`src/rtl/frm_pkg.sv`:
```
// ----------------------------------------------------------------------------
// frm_pkg - shared types and constants of the frame rate meter
// Field widths, divider setup values, controller states and the
// command and status bundles between controller and datapath.
// ----------------------------------------------------------------------------
`default_nettype none

package frm_pkg;

	// field widths
	localparam int STAMP_W = 48;
	localparam int RATE_W  = 28;
	localparam int SUM_W   = 35;
	localparam int WIN_W   = 7;
	localparam int STEP_W  = 6;

	// 1000000 us per second, 8 fraction bits
	localparam logic [RATE_W-1:0] RATE_SCALE = 28'd256000000;

	// divider step counts: the rate numerator is left aligned in the dividend
	localparam logic [STEP_W-1:0] RATE_STEPS = STEP_W'(RATE_W);
	localparam logic [STEP_W-1:0] MEAN_STEPS = STEP_W'(SUM_W);

	typedef enum logic [2:0] {
		ST_IDLE,
		ST_DIV_RATE,
		ST_PUSH,
		ST_DIV_MEAN,
		ST_DONE
	} frm_state_t;

	// controller to datapath
	typedef struct packed {
		logic take;      // input transfer this cycle
		logic push;      // insert the new rate, start the mean division
		logic cap_mean;  // mean quotient is ready
		logic load_out;  // move statistics into the output register
	} frm_cmd_t;

	// datapath to controller
	typedef struct packed {
		logic needs_rate; // frame tick with a nonzero interval
		logic div_done;   // divider finished, quotient valid
		logic out_free;   // output register can take a result
	} frm_stat_t;

endpackage

`default_nettype wire

```
`src/rtl/frm_div.sv`:
```
// ----------------------------------------------------------------------------
// frm_div - restoring shift-subtract divider
// One quotient bit per cycle, dividend taken from its top bit downward.
// The number of steps is given at start; the quotient sits in the low bits.
// ----------------------------------------------------------------------------
`default_nettype none

module frm_div
	import frm_pkg::*;
(
	input  wire logic               clk,
	input  wire logic               arst_n,
	input  wire logic               start,
	input  wire logic [SUM_W-1:0]   dividend,
	input  wire logic [STAMP_W-1:0] divisor,
	input  wire logic [STEP_W-1:0]  steps,
	output logic                    done,
	output logic [SUM_W-1:0]        quotient
);

	logic                busy_q;
	logic                done_q;
	logic [STEP_W-1:0]   cnt_q;
	logic [STAMP_W-1:0]  rem_q;
	logic [STAMP_W-1:0]  dvs_q;
	logic [SUM_W-1:0]    quo_q;
	logic [STAMP_W:0]    rem_sh;
	logic [STAMP_W:0]    rem_sub;
	logic                ge;
	logic                last;

	// one compare and subtract per step
	always_comb begin
		rem_sh  = {rem_q, quo_q[SUM_W-1]};
		ge      = rem_sh >= {1'b0, dvs_q};
		rem_sub = rem_sh - {1'b0, dvs_q};
		last    = cnt_q == STEP_W'(1);
	end

	// control
	always_ff @(posedge clk or negedge arst_n) begin
		if (!arst_n) begin
			busy_q <= 1'b0;
			done_q <= 1'b0;
			cnt_q  <= '0;
		end else begin
			done_q <= busy_q && last;
			if (start) begin
				busy_q <= 1'b1;
				cnt_q  <= steps;
			end else if (busy_q) begin
				cnt_q <= cnt_q - STEP_W'(1);
				if (last) begin
					busy_q <= 1'b0;
				end
			end
		end
	end

	// remainder and quotient shift register
	always_ff @(posedge clk) begin
		if (start) begin
			rem_q <= '0;
			dvs_q <= divisor;
			quo_q <= dividend;
		end else if (busy_q) begin
			rem_q <= ge ? rem_sub[STAMP_W-1:0] : rem_sh[STAMP_W-1:0];
			quo_q <= {quo_q[SUM_W-2:0], ge};
		end
	end

	assign done     = done_q;
	assign quotient = quo_q;

endmodule

`default_nettype wire

```
`src/rtl/frm_ctrl.sv`:
```
// ----------------------------------------------------------------------------
// frm_ctrl - sequencing controller of the frame rate meter
// Takes one input item at a time; a nonzero-interval tick gets the rate
// division, ring update and mean division; the result goes to the output.
// ----------------------------------------------------------------------------
`default_nettype none

module frm_ctrl
	import frm_pkg::*;
(
	input  wire logic      clk,
	input  wire logic      arst_n,
	input  wire logic      in_valid,
	input  wire frm_stat_t stat,
	output logic           in_stall,
	output frm_cmd_t       cmd
);

	frm_state_t state_q;
	frm_state_t state_d;

	// next state
	always_comb begin
		state_d = state_q;
		unique case (state_q)
			ST_IDLE: begin
				if (in_valid) begin
					state_d = stat.needs_rate ? ST_DIV_RATE : ST_DONE;
				end
			end
			ST_DIV_RATE: begin
				if (stat.div_done) begin
					state_d = ST_PUSH;
				end
			end
			ST_PUSH: begin
				state_d = ST_DIV_MEAN;
			end
			ST_DIV_MEAN: begin
				if (stat.div_done) begin
					state_d = ST_DONE;
				end
			end
			ST_DONE: begin
				if (stat.out_free) begin
					state_d = ST_IDLE;
				end
			end
			default: begin
				state_d = ST_IDLE;
			end
		endcase
	end

	// outputs
	always_comb begin
		cmd      = '0;
		in_stall = 1'b1;
		unique case (state_q)
			ST_IDLE: begin
				in_stall = 1'b0;
				cmd.take = in_valid;
			end
			ST_DIV_RATE: begin
			end
			ST_PUSH: begin
				cmd.push = 1'b1;
			end
			ST_DIV_MEAN: begin
				cmd.cap_mean = stat.div_done;
			end
			ST_DONE: begin
				cmd.load_out = stat.out_free;
			end
			default: begin
			end
		endcase
	end

	always_ff @(posedge clk or negedge arst_n) begin
		if (!arst_n) begin
			state_q <= ST_IDLE;
		end else begin
			state_q <= state_d;
		end
	end

endmodule

`default_nettype wire

```
`src/rtl/frm_dpath.sv`:
```
// ----------------------------------------------------------------------------
// frm_dpath - datapath of the frame rate meter
// Reference timestamp, rate ring memory with running sum, extremes, the
// shared divider and the output register.
// ----------------------------------------------------------------------------
`default_nettype none

module frm_dpath
	import frm_pkg::*;
#(
	parameter int WINDOW_MAX = 64
) (
	input  wire logic               clk,
	input  wire logic               arst_n,
	input  wire frm_cmd_t           cmd,
	output frm_stat_t               stat,
	input  wire logic               win_len_we,
	input  wire logic [WIN_W-1:0]   win_len,
	input  wire logic               req_type,
	input  wire logic [STAMP_W-1:0] timestamp_us,
	output logic                    out_valid,
	input  wire logic               out_stall,
	output logic                    has_data,
	output logic [RATE_W-1:0]       current_rate,
	output logic [RATE_W-1:0]       average_rate,
	output logic [RATE_W-1:0]       min_rate,
	output logic [RATE_W-1:0]       max_rate
);

	localparam int AW      = (WINDOW_MAX > 1) ? $clog2(WINDOW_MAX) : 1;
	localparam int SW      = (AW + 1 > WIN_W + 1) ? AW + 1 : WIN_W + 1;
	localparam int WIN_RST = (60 > WINDOW_MAX) ? WINDOW_MAX : 60;

	logic [STAMP_W-1:0] last_stamp_q;
	logic [WIN_W-1:0]   win_q;
	logic [AW-1:0]      slot_q;
	logic [WIN_W-1:0]   fill_q;
	logic [SUM_W-1:0]   sum_q;
	logic [RATE_W-1:0]  newest_q;
	logic [RATE_W-1:0]  mean_q;
	logic [RATE_W-1:0]  low_q;
	logic [RATE_W-1:0]  high_q;
	logic               seen_q;
	logic [RATE_W-1:0]  ring [WINDOW_MAX];
	logic [RATE_W-1:0]  old_rate_q;

	logic [STAMP_W-1:0] interval;
	logic [WIN_W-1:0]   win_new;
	logic               full;
	logic [WIN_W-1:0]   fill_d;
	logic [SUM_W-1:0]   sum_d;
	logic [SW-1:0]      slot_inc;
	logic [RATE_W-1:0]  rate;

	logic               div_start;
	logic [SUM_W-1:0]   div_dvd;
	logic [STAMP_W-1:0] div_dvs;
	logic [STEP_W-1:0]  div_steps;
	logic               div_done;
	logic [SUM_W-1:0]   div_quo;

	logic               out_valid_q;
	logic               out_has_q;
	logic [RATE_W-1:0]  out_cur_q;
	logic [RATE_W-1:0]  out_avg_q;
	logic [RATE_W-1:0]  out_min_q;
	logic [RATE_W-1:0]  out_max_q;

	// interval modulo 2^48 and clamped window size
	always_comb begin
		interval = timestamp_us - last_stamp_q;
		win_new  = win_len;
		if (win_new == '0) begin
			win_new = WIN_W'(1);
		end
		if (32'(win_new) > WINDOW_MAX) begin
			win_new = WIN_W'(WINDOW_MAX);
		end
	end

	// ring insertion arithmetic
	always_comb begin
		rate     = div_quo[RATE_W-1:0];
		full     = fill_q >= win_q;
		fill_d   = full ? fill_q : fill_q + WIN_W'(1);
		sum_d    = sum_q - (full ? SUM_W'(old_rate_q) : '0) + SUM_W'(rate);
		slot_inc = SW'(slot_q) + SW'(1);
	end

	// divider operands: rate on input transfer, mean on insertion
	always_comb begin
		div_start = (cmd.take && stat.needs_rate) || cmd.push;
		if (cmd.push) begin
			div_dvd   = sum_d;
			div_dvs   = STAMP_W'(fill_d);
			div_steps = MEAN_STEPS;
		end else begin
			div_dvd   = {RATE_SCALE, (SUM_W - RATE_W)'(0)};
			div_dvs   = interval;
			div_steps = RATE_STEPS;
		end
	end

	frm_div u_div (
		.clk      (clk),
		.arst_n   (arst_n),
		.start    (div_start),
		.dividend (div_dvd),
		.divisor  (div_dvs),
		.steps    (div_steps),
		.done     (div_done),
		.quotient (div_quo)
	);

	// status to the controller
	always_comb begin
		stat.needs_rate = !req_type && (interval != '0);
		stat.div_done   = div_done;
		stat.out_free   = !out_valid_q || !out_stall;
	end

	// rate ring memory, read at the write slot
	always_ff @(posedge clk) begin
		if (cmd.push) begin
			ring[slot_q] <= rate;
		end
		old_rate_q <= ring[slot_q];
	end

	// reference, ring control and statistics
	always_ff @(posedge clk or negedge arst_n) begin
		if (!arst_n) begin
			last_stamp_q <= '0;
			win_q        <= WIN_W'(WIN_RST);
			slot_q       <= '0;
			fill_q       <= '0;
			sum_q        <= '0;
			newest_q     <= '0;
			mean_q       <= '0;
			low_q        <= '0;
			high_q       <= '0;
			seen_q       <= 1'b0;
		end else begin
			if (win_len_we) begin
				win_q  <= win_new;
				slot_q <= '0;
				fill_q <= '0;
				sum_q  <= '0;
			end
			if (cmd.take) begin
				last_stamp_q <= timestamp_us;
				if (req_type) begin
					slot_q   <= '0;
					fill_q   <= '0;
					sum_q    <= '0;
					newest_q <= '0;
					mean_q   <= '0;
					low_q    <= '0;
					high_q   <= '0;
					seen_q   <= 1'b0;
				end
			end
			if (cmd.push) begin
				fill_q   <= fill_d;
				sum_q    <= sum_d;
				slot_q   <= (slot_inc >= SW'(win_q)) ? '0 : slot_inc[AW-1:0];
				newest_q <= rate;
				seen_q   <= 1'b1;
				if (!seen_q || rate < low_q) begin
					low_q <= rate;
				end
				if (!seen_q || rate > high_q) begin
					high_q <= rate;
				end
			end
			if (cmd.cap_mean) begin
				mean_q <= div_quo[RATE_W-1:0];
			end
		end
	end

	// output register
	always_ff @(posedge clk or negedge arst_n) begin
		if (!arst_n) begin
			out_valid_q <= 1'b0;
		end else if (cmd.load_out) begin
			out_valid_q <= 1'b1;
		end else if (!out_stall) begin
			out_valid_q <= 1'b0;
		end
	end

	always_ff @(posedge clk) begin
		if (cmd.load_out) begin
			out_has_q <= seen_q;
			out_cur_q <= newest_q;
			out_avg_q <= mean_q;
			out_min_q <= low_q;
			out_max_q <= high_q;
		end
	end

	assign out_valid    = out_valid_q;
	assign has_data     = out_has_q;
	assign current_rate = out_cur_q;
	assign average_rate = out_avg_q;
	assign min_rate     = out_min_q;
	assign max_rate     = out_max_q;

endmodule

`default_nettype wire

```
`src/rtl/frame_rate_meter_unit.sv`:
```
// ----------------------------------------------------------------------------
// frame_rate_meter_unit - frame rate meter with moving average and extremes
// A frame tick turns a nonzero microsecond interval since the previous
// item into a rate in frames per second with 8 fraction bits, averages it
// over a ring of recent rates and tracks the lowest and highest rate.
// ----------------------------------------------------------------------------
// One result comes out for every input item. A frame tick with a nonzero
// interval goes through the rate division in the shared shift-subtract
// divider, the insertion of the rate into the ring, the division for the
// window mean and the handoff to the output register. A restart item or
// a tick that repeats the previous timestamp skips the divisions. Items are
// handled one at a time; the next item is taken as soon as the result is
// placed in the output register, even while that result waits to be taken.
// Writing the window length clears the ring (values 0 and above WINDOW_MAX
// are clamped) and is to be done only while the meter is idle. No clearing
// pass follows reset.
`default_nettype none

module frame_rate_meter_unit
	import frm_pkg::*;
#(
	parameter int WINDOW_MAX = 64
) (
	input  wire logic               clk,
	input  wire logic               arst_n,
	input  wire logic               win_len_we,
	input  wire logic [WIN_W-1:0]   win_len,
	input  wire logic               in_valid,
	output logic                    in_stall,
	input  wire logic               req_type,
	input  wire logic [STAMP_W-1:0] timestamp_us,
	output logic                    out_valid,
	input  wire logic               out_stall,
	output logic                    has_data,
	output logic [RATE_W-1:0]       current_rate,
	output logic [RATE_W-1:0]       average_rate,
	output logic [RATE_W-1:0]       min_rate,
	output logic [RATE_W-1:0]       max_rate
);

	frm_cmd_t  cmd;
	frm_stat_t stat;

	// sequencing
	frm_ctrl u_ctrl (
		.clk      (clk),
		.arst_n   (arst_n),
		.in_valid (in_valid),
		.stat     (stat),
		.in_stall (in_stall),
		.cmd      (cmd)
	);

	// arithmetic and storage
	frm_dpath #(
		.WINDOW_MAX (WINDOW_MAX)
	) u_dpath (
		.clk          (clk),
		.arst_n       (arst_n),
		.cmd          (cmd),
		.stat         (stat),
		.win_len_we   (win_len_we),
		.win_len      (win_len),
		.req_type     (req_type),
		.timestamp_us (timestamp_us),
		.out_valid    (out_valid),
		.out_stall    (out_stall),
		.has_data     (has_data),
		.current_rate (current_rate),
		.average_rate (average_rate),
		.min_rate     (min_rate),
		.max_rate     (max_rate)
	);

endmodule

`default_nettype wire
```
`config.mk`:
```
export PLATFORM = sky130hd
export DESIGN_NAME = frame_rate_meter_unit
export DESIGN_NICKNAME = d
export VERILOG_FILES = /design/src/rtl/frm_pkg.sv /design/src/rtl/frm_div.sv /design/src/rtl/frm_ctrl.sv /design/src/rtl/frm_dpath.sv /design/src/rtl/frame_rate_meter_unit.sv
export SDC_FILE = /design/constraint.sdc
export NUM_CORES = 2
export LEC_CHECK = 0
export BUFFER_PORTS_ARGS = -buffer_cell sky130_fd_sc_hd__buf_2
export CORE_MARGIN = 2
export CORE_UTILIZATION = 50
export DETAILED_ROUTE_END_ITERATION = 6
export PLACE_DENSITY = 0.67
export SETUP_SLACK_MARGIN = 0.5
export SYNTH_ARGS = -nofsm -noshare
export SYNTH_HDL_FRONTEND = slang
export SYNTH_SLANG_ARGS = --single-unit
export TNS_END_PERCENT = 1
```
`constraint.sdc`:
```
create_clock -name clk -period 7.6 [get_ports clk]
set_input_delay 0.76 -clock clk [delete_from_list [all_inputs] [get_ports clk]]
set_output_delay 0.76 -clock clk [all_outputs]
set_load 0.01 [all_outputs]
```
# Yosys cells after proc, flatten, opt, wreduce, memory -nomap -nowiden
# Memories as Yosys holds them, arrays and structs flattened. A register that Yosys moved wholly into a read port is not among the register bits.
# Index checks and enable logic that the tools add are counted.
# word_totals
output_inout_bits	115
ff_bits	472
n_memories	1
elab_cells	128
inputBits	61
ramBits	1792
# classes
magnitude_cmp	6
reduce_logical	22
addsub	7
n_eq_ne	10
muxes	58
# mem_list
memory	depth	word_bits	read_ports	rd_clocked_by_memory_dff	write_ports	line_no	source
u_dpath.ring	64	28	1	1	1	frm_dpath.sv:44	logic [RATE_W-1:0] ring [WINDOW_MAX];
# ops
op	n
28-bit 2-to-1 mux	13
35-bit 2-to-1 mux	7
48-bit subtractor	2
7-bit 2-to-1 mux	8
49-bit by 48-bit greater-or-equal comparator with 1-bit output	1
48-bit 2-to-1 mux	1
6-bit 2-to-1 mux	8
48-bit nonzero test	1
35-bit by 28-bit adder with 35-bit output	1
35-bit subtractor	1
28-bit greater-than comparator	1
28-bit < comparator	1
1-bit 2-to-1 mux	15
3-bit 2-to-1 mux	5
3-bit case mux with 5 select lines	1
2-bit nonzero test	5
8-bit by 7-bit greater-or-equal comparator with 1-bit output	1
2-bit by 1-bit != test with 1-bit output, second input constant	4
6-bit by 1-bit adder with 7-bit output, second input constant	1
7-bit by 1-bit adder with 7-bit output, second input constant	1
7-bit greater-or-equal comparator	1
7-bit greater-than comparator, second input constant	1
7-bit logical NOT	1
3-bit by 2-bit == test with 1-bit output, second input constant	2
11 further kinds	20

# Depth between registers and ports, before layout
# logic_depth
ltp_word	6
depth_mapped	28
mapped_depth_nobuf	27

# By module
# From an unflattened synthesis, not the netlist that was laid out.
# unflattened
cells_unflattened	6384
area_unflattened_um2	93106.8
# modules_own_cells
mod	instances	cells_each	area_per_inst_um2
frm_dpath	1	5484	84582.4
frm_div	1	881	8326.7
frm_ctrl	1	19	197.7

# Least setup slack after synthesis
# Ideal clock, no wire load.
# synth_path
path_kind	in2reg
from	in out_stall
to	reg u_dpath.out_avg_q[0], in the netlist u_dpath.average_rate[0] (enable)
stages	1
path_slack_ps	750
arrival_time_ps	6227
required_time_ps	6977
cell_sequence	a21oi_1
# synth_via
elab_chain_len	3
# synth_rtl
item	line_no	source
start: declaration	frame_rate_meter_unit.sv:33	input wire logic out_stall,
1-bit logical NOT	frm_dpath.sv:119	stat.out_free = !out_valid_q || !out_stall;
1-bit logical OR	frm_dpath.sv:119	
1-bit 2-to-1 mux	frm_ctrl.sv:59	unique case (state_q)
end signal: assignment	frm_dpath.sv:197	out_avg_q <= mean_q;
end: declaration	frm_dpath.sv:65	logic [RATE_W-1:0] out_avg_q;
# Every way passes these cells.
# A chain may end at the register's enable or synchronous reset.

# Worst setup path in the final report
# layout_path
from	reg u_dpath.fill_q[0]
to	reg u_dpath.u_div.quo_q[34], in the netlist u_dpath.u_div.quotient[34] (data pin)
# layout_via
elab_chain_len	6
# layout_rtl
item	line_no	source
start: declaration	frm_dpath.sv:37	logic [WIN_W-1:0] fill_q;
start signal: assignment	frm_dpath.sv:164	fill_q <= fill_d;
7-bit greater-or-equal comparator	frm_dpath.sv:84	full = fill_q >= win_q;
28-bit 2-to-1 mux	frm_dpath.sv:86	sum_d = sum_q - (full ? SUM_W'(old_rate_q) : '0) + SUM_W'(rate);
35-bit subtractor	frm_dpath.sv:86	
35-bit by 28-bit adder with 35-bit output	frm_dpath.sv:86	
35-bit 2-to-1 mux	frm_dpath.sv:93	if (cmd.push) begin
35-bit 2-to-1 mux	frm_div.sv:62	if (start) begin
end signal: assignment	frm_div.sv:65	quo_q <= dividend;
end signal: assignment	frm_div.sv:68	quo_q <= {quo_q[SUM_W-2:0], ge};
end: declaration	frm_div.sv:26	logic [SUM_W-1:0] quo_q;
# Every way passes these cells.

==> results.yml <==
outcome:
  status: "complete, no violations"
clock_tree:
  path_clk_slew_ps: 60
  cts_buffer_depth: 3
  hold_buffers: 1
  htree_num_levels: 4
  cts_resized: 0
  cts_tree: "done"
  clock_latency_ps: 900
  cts_sinks: 2292
  cts-root-buf: "clkbuf_16"
  numCtsBuffers: 221
  post_cts_buffers: 0
min_path:
  holdCritPathClass: "input pin to register"
power:
  vdd_drop_max_v: 0.000389
  p_per_area_nw_per_um2: 358
  total_leakage_power_nw: 36.6
  power.total_mw: 37.4
synthesis:
  synth_warnings: 0
  synthesis.instances: 6282
  synth_top_area_share_pct: 64.3
  synth_edf_count: 1988
  seq_area_frac_synth_pct: 72.1
  ys_ff_latch: 2292
  synth_area_leaders: "edfxtp_1, dfrtp_1, a22oi_1"
  avgSynthCellArea_um2: 14.8
  async_reset_ff_share_pct: 9.95
  synth_largest_area_cell: "edfxtp_1"
  synth_cell_types: 100
  syn-num-nets: 6576
  syn_area_um2: 92800
  ys.flop_type: "edfxtp_1"
drt:
  viasPerCell: 6.29
  first_pass_iters: 5
  post_drt_wl_per_cell_um: 28.1
  drt-initial-drc-count: 7491
  routed_wl_um: 257000
  drc_errors: 0
  vias: 57700
  ant_nets: 0
floorplan:
  dieArea_um2: 189000
  fp.dieH_um: 435
  die_x_um: 435
  fp-row-count: 158
  initial_core_util_pct: 50.2
  core_area_um2: 185000
  io_pins: 176
finish:
  final_cell_area_um2: 105000
  nNetsFinal: 6789
  drive_above_1_share_pct: 11.7
  fillers: 14300
  final-seq-area_um2: 66900
  area_growth_syn_to_layout_pct: 12.7
  postLayoutCoreUtil_pct: 56.5
  multi_input_area_um2: 23800
global_routing:
  grt_pass1_wl_um: 376000
  grt_max_degree: 144
  overflow: 0
  grtUsageTotal_pct: 26.8
  antenna_found_initial: 10
  grt_pass1_vias: 56300
timing:
  fmax_mhz: 153
  drv_slew: 0
  finalSetupViolCount: 0
  skew_ps: 94.8
  max_slew_margin_pct: 12.3
  hold_viol: 0
  period_needed_ps: 6550
  final.setup.worst_slack_ps: 1050
  worst_slew_pin_slew_ps: 1300
  min_period_over_period_pct: 86.1
  rsz0062_at_grt: "no"
  tns_ps: 0
setup_path:
  cp-start-kind: "register"
  endpoint_kind: "register"
  arrival_ps: 7060
  worstSetupPathType: "register to register"
  cp.required_ps: 8110
  crit_fanout: 17
placement:
  pre_cts_slack_ps: 1160
  dp_hpwl_um: 147000
  io_buffer_count: 175
  place_area_um2: 97300
  place_congestion: 0.920
flow_run:
  drv_cap: 0
per-stage QoR:
| stage | std cells | hold WS (ps) |
|---|---|---|
| detailed placement | 8751 | 431 |
| CTS | 9166 | 109 |
| floorplan | 6282 | 425 |
| global placement | 8751 | 430 |
| finish | 9167 | 164 |
| global route | 9166 | 152 |
layer usage:
| metal | GRT usage (%) | up-vias | wire (µm) |
|---|---|---|---|
| li1 | - | 25200 | - |
| met1 | 36.2 | 29100 | 101000 |
| met2 | 42.8 | 2966 | 121000 |
| met3 | 5.61 | 471 | 25500 |
| met4 | 9.85 | 6 | 9830 |
| met5 | 0 | - | 42 |
final cells by class:
| cell class | instances | share of cell area (%) |
|---|---|---|
| Sequential cell | 2292 | 64.0 |
| Multi-Input combinational cell | 3327 | 22.8 |
| Clock buffer | 269 | 5.58 |
| Tap cell | 2480 | 2.97 |
| Timing Repair Buffer | 331 | 2.12 |
| Clock inverter | 145 | 1.43 |
| Inverter | 322 | 1.16 |
| Antenna cell | 1 | 0.00239 |
path summary, 6_finish.rpt:
check	start	endpoint	slack (ps)	cells after the start
setup / recovery	u_dpath.fill_q[0]	u_dpath.u_div.quotient[34]	1050	27
hold / removal	timestamp_us[34]	u_dpath.last_stamp_q[34]	160	3
setup reg to reg	u_dpath.fill_q[0]	u_dpath.u_div.quotient[34]	1050	27
hold reg to reg	u_dpath.newest_q[7]	u_dpath.current_rate[7]	440	0
max in group asynchronous	arst_n	u_dpath.last_stamp_q[43]	5690	3
min in group asynchronous	arst_n	u_dpath.mean_q[15]	520	2
sequential cells by signal, indices dropped and copies added (netlist names), 35 cells and up:
register / flops
u_dpath.u_div.dvs_q: 48
u_dpath.sum_q: 35
u_dpath.last_stamp_q: 48
u_dpath.ring: 1792
u_dpath.u_div.rem_q: 48
u_dpath.u_div.quotient: 35
synthesized netlist by cell type (5+ instances only):
master	n
or3_1	15
o221ai_1	6
a221oi_1	183
a22o_1	180
ha_1	203
o21bai_1	18
inv_1	322
nor3_1	42
fa_1	30
o211ai_1	14
a211o_1	5
nand3b_1	12
nand3_1	126
nand2b_1	31
buf_2	19
nor3b_1	6
a21boi_0	8
mux2i_1	98
a31oi_1	183
dfxtp_1	76
nand4_1	84
a22oi_1	539
and3_1	32
xnor2_1	77
edfxtp_1	1988
o21ai_0	264
nor2b_1	31
buf_1	40
dfrtp_1	224
a21oi_1	229
xor2_1	42
nor4_1	39
o21a_1	26
a21o_1	71
nor2_1	221
nand2_1	279
and2_1	42
o31ai_1	14
o22ai_1	16
a211oi_1	62
clkbuf_1	280
report_power, final:
group | leakage, nW | switching [mW] | internal, mW
clock network | 3.59 | 4.78 | 6.23
registers | 21.9 | 0.462 | 15.8
logic | 11.1 | 6.73 | 3.44
total | 36.6 | 12.0 | 25.5
critical path: stages (launching register included):
cell and delay [ps]:
dfrtp_1 460, inv_1 70, ha_1 280, nand2b_1 150
a21o_1 180, a21oi_1 140, nor2b_1 60, o21ai_0 140
nand2b_1 70, a21oi_1 230, o21bai_2 170, buf_4 230
and2_1 180, fa_1 480, inv_1 50, ha_1 340
a211oi_1 220, nor2_1 90, or4_1 410, a221oi_1 260
o31ai_1 200, a211oi_1 370, o21ai_0 210, o41ai_1 470
o21ai_0 250, a31oi_1 250, xnor2_1 170, a22oi_1 120
cell usage in the layout (no fill, tap or decap), drive strengths merged, types with 77 or more instances in the layout:
master,count
a21oi,234
dfrtp,224
clkinv,110
a221oi,184
nor2,222
edfxtp,1988
nand3,126
clkbuf,269
ha,203
inv,330
a22o,180
nand2,279
buf,330
o21ai,268
a22oi,539
nand4,84
mux2i,98
a31oi,184
xnor2,77
cells by family (layout without fill, tap and decap cells):
logic type / after synthesis / count (layout) / synth area share (%)
AOI/OAI and AO/OA: 1880 / 1880 / 14.3
xor gates and xnor gates: 119 / 119 / 1.12
other: 0 / 1 / 0
adders and majority gates: 233 / 233 / 3.38
DFF: 2292 / 2292 / 72.1
and+or+nand+nor: 994 / 994 / 5.26
muxes: 101 / 101 / 1.09
buffers and inverters: 663 / 1067 / 2.72
Power figures use the tool's default switching activity.
